===== config.mk =====
export PLATFORM = sky130hd
export DESIGN_NAME = qvr_queue
export DESIGN_NICKNAME = d
export VERILOG_FILES = /design/src/hdl/qvr_pkg.sv /design/src/hdl/qvr_queue.sv
export SDC_FILE = /design/constraint.sdc
export NUM_CORES = 1
export LEC_CHECK = 0
export BUFFER_PORTS_ARGS = -buffer_cell sky130_fd_sc_hd__buf_2
export CAP_MARGIN = 25
export CORE_MARGIN = 2
export CORE_UTILIZATION = 35
export CTS_CLUSTER_DIAMETER = 80
export DETAILED_ROUTE_END_ITERATION = 8
export GPL_ROUTABILITY_DRIVEN = 1
export GPL_TIMING_DRIVEN = 0
export PLACE_DENSITY = 0.63
export RECOVER_POWER = 25
export SYNTH_ARGS = -nofsm -noshare
export SYNTH_HDL_FRONTEND = slang
export SYNTH_SLANG_ARGS = --single-unit

===== constraint.sdc =====
create_clock -name clk -period 30.9 [get_ports clk]
set_input_delay 3.09 -clock clk [delete_from_list [all_inputs] [get_ports clk]]
set_output_delay 3.09 -clock clk [all_outputs]
set_load 0.01 [all_outputs]

===== src/hdl/qvr_pkg.sv =====
// qvr_pkg: shared types, constants and arithmetic helpers for the quaternion vector rotate unit
// no dependencies; used by the channel interfaces and every module of the block

package qvr_pkg;

  localparam int unsigned DATA_W  = 32;
  localparam int unsigned PROD_W  = 2 * DATA_W;
  localparam int unsigned PROD_SH = 29;
  localparam int unsigned DPROD_W = PROD_W - PROD_SH;
  localparam int unsigned ESUM_W  = DPROD_W + 2;
  localparam int unsigned ACC_W   = PROD_W + 2;
  localparam int unsigned OUT_SH  = 30;
  localparam int unsigned RND_W   = ACC_W - OUT_SH;
  localparam int unsigned Q_FRAC  = 30;

  localparam int unsigned QDEPTH  = 4;
  localparam int unsigned QPTR_W  = 2;
  localparam int unsigned QCNT_W  = 3;

  // doubled product slots
  localparam int unsigned NPROD = 9;
  localparam int unsigned P_XX  = 0;
  localparam int unsigned P_YY  = 1;
  localparam int unsigned P_ZZ  = 2;
  localparam int unsigned P_XY  = 3;
  localparam int unsigned P_XZ  = 4;
  localparam int unsigned P_YZ  = 5;
  localparam int unsigned P_WX  = 6;
  localparam int unsigned P_WY  = 7;
  localparam int unsigned P_WZ  = 8;

  typedef logic signed [DATA_W-1:0]  word_t;
  typedef logic signed [PROD_W-1:0]  prod_t;
  typedef logic signed [DPROD_W-1:0] dprod_t;
  typedef logic signed [ESUM_W-1:0]  esum_t;
  typedef logic signed [ACC_W-1:0]   acc_t;
  typedef logic signed [RND_W-1:0]   rnd_t;

  localparam esum_t ONE_Q30   = esum_t'(1) <<< Q_FRAC;
  localparam prod_t HALF_PROD = prod_t'(1) <<< (PROD_SH - 1);
  localparam acc_t  HALF_OUT  = acc_t'(1) <<< (OUT_SH - 1);
  localparam rnd_t  OUT_MAX   = (rnd_t'(1) <<< (DATA_W - 1)) - rnd_t'(1);
  localparam rnd_t  OUT_MIN   = -(rnd_t'(1) <<< (DATA_W - 1));

  typedef struct packed {
    word_t quat_w;
    word_t quat_x;
    word_t quat_y;
    word_t quat_z;
    word_t vec_x;
    word_t vec_y;
    word_t vec_z;
  } qvr_in_t;

  typedef struct packed {
    word_t rot_x;
    word_t rot_y;
    word_t rot_z;
  } qvr_out_t;

  // rotation matrix row-major plus the vector (x, y, z at index 0, 1, 2)
  typedef struct packed {
    word_t [2:0][2:0] m;
    word_t [2:0]      v;
  } qvr_mat_t;

  typedef struct packed {
    logic [QCNT_W-1:0] level;
    logic              push;
    logic              pop;
  } qvr_qstat_t;

  function automatic prod_t mul_ss(word_t a, word_t b);
    prod_t r;
    r = a * b;
    return r;
  endfunction

  // floor((p + 2^28) / 2^29)
  function automatic dprod_t round_dprod(prod_t p);
    prod_t t;
    t = p + HALF_PROD;
    return dprod_t'(t[PROD_W-1:PROD_SH]);
  endfunction

  function automatic word_t clamp_elem(esum_t s);
    esum_t r;
    if (s > ONE_Q30) begin
      r = ONE_Q30;
    end else if (s < -ONE_Q30) begin
      r = -ONE_Q30;
    end else begin
      r = s;
    end
    return word_t'(r);
  endfunction

  // floor((s + 2^29) / 2^30), then saturate to 32 bits
  function automatic word_t round_sat(acc_t s);
    acc_t t;
    rnd_t q;
    t = s + HALF_OUT;
    q = rnd_t'(t[ACC_W-1:OUT_SH]);
    if (q > OUT_MAX) begin
      q = OUT_MAX;
    end else if (q < OUT_MIN) begin
      q = OUT_MIN;
    end
    return word_t'(q);
  endfunction

endpackage


===== src/hdl/qvr_queue.sv =====
// qvr_queue: short fifo of matrix words between the front and back parts
// depends on qvr_pkg for the word and status types

module qvr_queue (
  input  logic                clk,
  input  logic                rst_n,
  input  logic                push_valid,
  output logic                push_ready,
  input  qvr_pkg::qvr_mat_t   push_word,
  output logic                pop_valid,
  input  logic                pop_ready,
  output qvr_pkg::qvr_mat_t   pop_word,
  output qvr_pkg::qvr_qstat_t stat
);
  import qvr_pkg::*;

  qvr_mat_t [QDEPTH-1:0] entry_r;
  logic [QPTR_W-1:0]     wr_ptr_r, wr_ptr_nxt;
  logic [QPTR_W-1:0]     rd_ptr_r, rd_ptr_nxt;
  logic [QCNT_W-1:0]     cnt_r, cnt_nxt;
  logic                  push, pop;

  assign push_ready = (cnt_r != QCNT_W'(QDEPTH));
  assign pop_valid  = (cnt_r != '0);
  assign pop_word   = entry_r[rd_ptr_r];

  assign push = push_valid && push_ready;
  assign pop  = pop_valid && pop_ready;

  assign stat.level = cnt_r;
  assign stat.push  = push;
  assign stat.pop   = pop;

  always_comb begin
    wr_ptr_nxt = push ? wr_ptr_r + QPTR_W'(1) : wr_ptr_r;
    rd_ptr_nxt = pop ? rd_ptr_r + QPTR_W'(1) : rd_ptr_r;
    cnt_nxt    = cnt_r;
    if (push && !pop) begin
      cnt_nxt = cnt_r + QCNT_W'(1);
    end else if (pop && !push) begin
      cnt_nxt = cnt_r - QCNT_W'(1);
    end
  end

  always_ff @(posedge clk) begin
    if (!rst_n) begin
      wr_ptr_r <= '0;
      rd_ptr_r <= '0;
      cnt_r    <= '0;
    end else begin
      wr_ptr_r <= wr_ptr_nxt;
      rd_ptr_r <= rd_ptr_nxt;
      cnt_r    <= cnt_nxt;
    end
  end

  always_ff @(posedge clk) begin
    if (push) begin
      entry_r[wr_ptr_r] <= push_word;
    end
  end

endmodule


# Yosys cells after proc, flatten, opt, wreduce, memory -nomap -nowiden
# Cells that the tools add are included.
classes:
  addsub: 4
  mul: 0
  div: 0
  magnitude_cmp: 3
  n_eq_ne: 1
  shift: 0
  n_mux: 7
  bitwise_logic: 0
  n_reduce_logical: 9
op_table:
  columns: ["cell", "n"]
  rows:
  - ["bitwise mux 1536 bit", 1]
  - ["binary-select mux 384 bit (select 2 bit)", 1]
  - ["demux 384 bit (select 2 bit)", 1]
  - ["2-to-1 mux 384 bit", 2]
  - ["< comparator 2 x 3 -> 1 bit (second input constant)", 2]
  - ["2-to-1 mux 3 bit", 2]
  - ["logical AND 1 bit", 5]
  - ["adder 2 x 1 -> 2 bit (second input constant)", 2]
  - ["adder 3 x 1 -> 3 bit (second input constant)", 1]
  - ["!= test 3 bit (second input constant)", 1]
  - ["nonzero test 3 bit", 1]
  - ["subtractor 3 x 1 -> 3 bit (second input constant)", 1]
  - ["greater-or-equal comparator 2 x 1 -> 1 bit (second input constant)", 1]
  - ["zero test 1 bit", 2]
  - ["nonzero test 2 bit", 1]
word_totals:
  register_bits: 1543
  latchBits: 0
  ramBits: 0
  rom_bits: 0
  in_bits: 388
  output_inout_bits: 391
  elab_cells: 75
  mem_count: 0

# Longest topological paths before layout
depth:
  depth_word: 6
  ltp_mapped: 8
  mapped_depth_nobuf: 8

# Worst setup path after synthesis
# No wires, ideal clock.
synth_timing:
  path_type: "input -> register"
  startpoint: "input push_valid"
  endpoint: "register entry_r[0] (netlist name), enable pin"
  setup_ns: 0.796
  arrival_time_ns: 12.109
  required_time_ns: 30.104
  setup_slack_ns: 17.995
  path_stages: 2
  path_cell_list: "a21boi_2 > and2_1"
synth_via:
  elab_chain_len: 1
synth_rtl:
  columns: ["item", "line_no", "source"]
  rows:
  - ["start: declaration", "qvr_queue.sv:7", "input logic push_valid,"]
  - ["logical AND 1 bit", "qvr_queue.sv:27", "assign push = push_valid && push_ready;"]
  - ["end signal: indexed assignment", "qvr_queue.sv:59", "entry_r[wr_ptr_r] <= push_word;"]
  - ["end: declaration", "qvr_queue.sv:17", "qvr_mat_t [QDEPTH-1:0] entry_r;"]
# No other way between the ends.
# A chain may end at the register's enable or synchronous reset.

# Final worst setup path
layout_timing:
  startpoint: "input push_valid"
  endpoint: "output stat[1] (netlist name)"
layout_via:
  elab_chain_len: 1
layout_rtl:
  columns: ["item", "line_no", "source"]
  rows:
  - ["logical AND 1 bit", "qvr_queue.sv:27", null]
  - ["end: declaration", "qvr_queue.sv:13", "output qvr_pkg::qvr_qstat_t stat"]
# No other way between the ends.

==> results.py <==
metrics = {
    "drt": {
        "wl_per_cell_um": 24.3,
        "routed_wl_um": 127000,
        "routed-wl-met2_um": 64000,
        "ant_nets": 0,
        "dr.pass1.iters": 5,
        "wl_met1_um": 47300,
        "maxUsedRoutingLayer": "met5",
        "dr_total_vias": 25563,
        "drt_iter0_drc": 1716,
        "route.met3.wl_um": 12400,
        "drc": 0,
        "avgViaCountPerCell": 4.88,
    },
    "clock_tree": {
        "insertion_delay_ns": 0.79,
        "clockBufferDepth": 3,
        "cts_tree": "yes",
        "cts.clk_slew.worst_paths_ns": 0.05,
        "cts_buffers": 162,
        "cts_hold_buf": 0,
        "htreeDepth": 4,
        "cts_resized": 0,
        "cts_root_buffer": "clkbuf_16",
        "clock_sinks": 1543,
        "postCtsSetupRepairBufs": 0,
    },
    "power": {
        "p_leak_uw": 0.0220,
        "power.density_nw_per_um2": 85.8,
        "peakVddDrop_v": 0.0000558,
        "pwr-share-comb_pct": 24.1,
        "clkPwrFrac_pct": 31.7,
        "swShare_pct": 27.4,
        "power_switching_uw": 1600,
        "p_total_uw": 5840,
        "p_int_uw": 4240,
        "seqPwrFrac_pct": 44.2,
    },
    "placed_design": {
        "dp_hpwl_um": 85200,
        "portBuffers": 778,
        "dpl_cell_area_um2": 63200,
        "place_ws_ns": 23.85,
        "gp_congestion": 0.738,
    },
    "flow_run": {
        "drv_cap": 0,
    },
    "cells_and_area": {
        "finalInstanceArea_um2": 68100,
        "nNetsFinal": 3421,
        "syn_to_final_growth_pct": 21.8,
        "post_route_cells_drive_above_1_share_pct": 40.3,
    },
    "synthesis": {
        "synth_ff_type": "edfxtp_1",
        "yosys-top-cells-count": "1536 x edfxtp_1, 384 x mux4_2, 40 x buf_2, 39 x buf_6",
        "avgSynthCellArea_um2": 27.2,
        "synthCells": 2053,
        "synth.area.top_cells": "edfxtp_1 83%, mux4_2 15%, buf_6 0.79%, buf_2 0.36%, dfxtp_1 0.25%",
        "ys_seq_elements": 1543,
        "synthArstFlopShare_pct": 0,
        "yosysWarnings": 0,
        "synth_top_area_share_pct": 82.5,
        "synth.yosys.seq_area_share_pct": 82.8,
        "mappedNetlistNets": 2447,
        "netlist_area_um2": 55900,
        "synth_top_cell_by_area": "edfxtp_1",
        "ys_types": 23,
        "synth_edf_count": 1536,
        "yosysMostFrequentCell": "edfxtp_1",
    },
    "sta": {
        "slew_violations": 0,
        "hold_violations": 0,
        "slew_headroom_pct": 40.3,
        "skew_ns": 0.0260,
        "fmax_mhz": 142,
        "worst_slack_ns": 23.86,
        "finalCritPeriodShare_pct": 22.8,
        "setup_viol": 0,
        "post-route-min-period_ns": 7.04,
        "tightest_slew_ns": 0.896,
        "hold_slack_ns": 0.506,
        "rsz0062_at_grt": "false",
        "tns_ns": 0,
    },
    "setup_path": {
        "startpoint": "push_valid",
        "worstPathMaxFanout": 8,
        "crit_arrival_ns": 3.95,
        "endpoint": "stat[1]",
        "crit_path_end_kind": "output port",
        "critPathLaunchType": "primary input",
        "r2r_slack_ns": 27.08,
        "rr_worst_depth": 8,
        "r2r-start": "cnt_r[0]$_SDFFE_PN0P_",
        "cp.required_ns": 27.81,
        "path_class": "primary input to output port",
        "r2r_end": "entry_r[124]$_DFFE_PP_",
    },
    "global_routing": {
        "antenna_found_initial": 39,
        "grt_pass1_wl_um": 182000,
        "grt_overflow": 0,
        "grt_usage_pct": 15.3,
        "grt_max_degree": 57,
        "grt_pass1_vias": 26623,
    },
    "floorplanning": {
        "dieArea_um2": 163000,
        "io_pins": 779,
        "die_w_um": 404,
        "core_um2": 159000,
        "start_util_pct": 35.3,
        "rows": 146,
        "die_h_um": 404,
    },
    "outcome": {
        "status": "finished, final reports clean",
    },
    "worst_hold_path": {
        "hold_path.class": "flop to flop",
    },
}
==> per-stage QoR <==
step,instances,utilization (%)
floorplan,2053,-
global placement,4903,39.3
detailed placement,4935,39.9
CTS,5230,43.1
global route,5237,42.9
finish,5242,42.9
==> sequential cells by signal, indices dropped and copies added (netlist names) <==
register and count:
cnt_r 3, entry_r 1536, rd_ptr_r 2, wr_ptr_r 2
==> critical path, cell delays in order <==
cell and delay, ns:
buf_2 0.07, a21boi_2 0.46, buf_4 0.20, buf_2 0.12
==> cells by family after synthesis <==
group,count (synthesis),synth area share [%]
AOI/OAI and AO/OA,5,0.0806
xor gates and xnor gates,4,0.0627
muxes,387,15.5
and+or+nand+nor,16,0.152
buffers and inverters,92,1.26
adders and majority gates,6,0.148
DFF,1543,82.8
==> worst min path at each step <==
stage | startpoint | end | slack, ns | depth (start not counted)
final | wr_ptr_r[1]$_SDFFE_PN0P_ | wr_ptr_r[1]$_SDFFE_PN0P_ | 0.51 | 2
after detailed placement | wr_ptr_r[0]$_SDFFE_PN0P_ | wr_ptr_r[0]$_SDFFE_PN0P_ | 0.49 | 2
after global placement | wr_ptr_r[0]$_SDFFE_PN0P_ | wr_ptr_r[0]$_SDFFE_PN0P_ | 0.48 | 2
after floorplan | wr_ptr_r[1]$_SDFFE_PN0P_ | wr_ptr_r[1]$_SDFFE_PN0P_ | 0.47 | 2
after global routing | wr_ptr_r[0]$_SDFFE_PN0P_ | wr_ptr_r[0]$_SDFFE_PN0P_ | 0.53 | 2
after CTS | wr_ptr_r[0]$_SDFFE_PN0P_ | wr_ptr_r[0]$_SDFFE_PN0P_ | 0.50 | 2
==> power groups by stage <==
stage                     Combinational (µW)  Clock, µW  Sequential, µW
after floorplan                          840          0            2700
after global placement                  1410          0            2790
after detailed placement                1450          0            2630
after CTS                               1460       1900            2580
after global routing                    1510       1980            2600
final                                   1410       1850            2580
==> layer usage <==
metal	vias up	GRT usage, %
met5	-	0
met1	13461	17.9
met4	48	5.08
met2	848	25.4
met3	226	6.52
li1	10980	-
==> area by class of cell <==
| class | count | area [µm²] |
|---|---|---|
| fill | 13659 | 90500 |
| sequential | 1543 | 46300 |
| multi-input combinational | 418 | 8940 |
| timing repair buffer | 810 | 4440 |
| clock buffer | 198 | 4340 |
| tap | 2072 | 2590 |
| clock inverter | 97 | 768 |
| buffer | 88 | 688 |
| antenna | 12 | 30.0 |
| inverter | 4 | 15.0 |
==> cells in the final DEF, fill, tap and decap left out, types with 4 or more instances in the layout <==
cell type and count:
edfxtp_1 1536, buf_2 577, mux4_2 384, clkbuf_1 274, clkbuf_16 168, buf_6 39
clkinv_1 36, clkinv_2 33, buf_16 29, diode_2 12, bufinv_16 8, dfxtp_1 7
clkinv_8 6, nand2_1 5, ha_1 5, inv_6 5, clkinvlp_4 5, inv_1 4
buf_4 4, and2_4 4
Power figures use the tool's default switching activity.
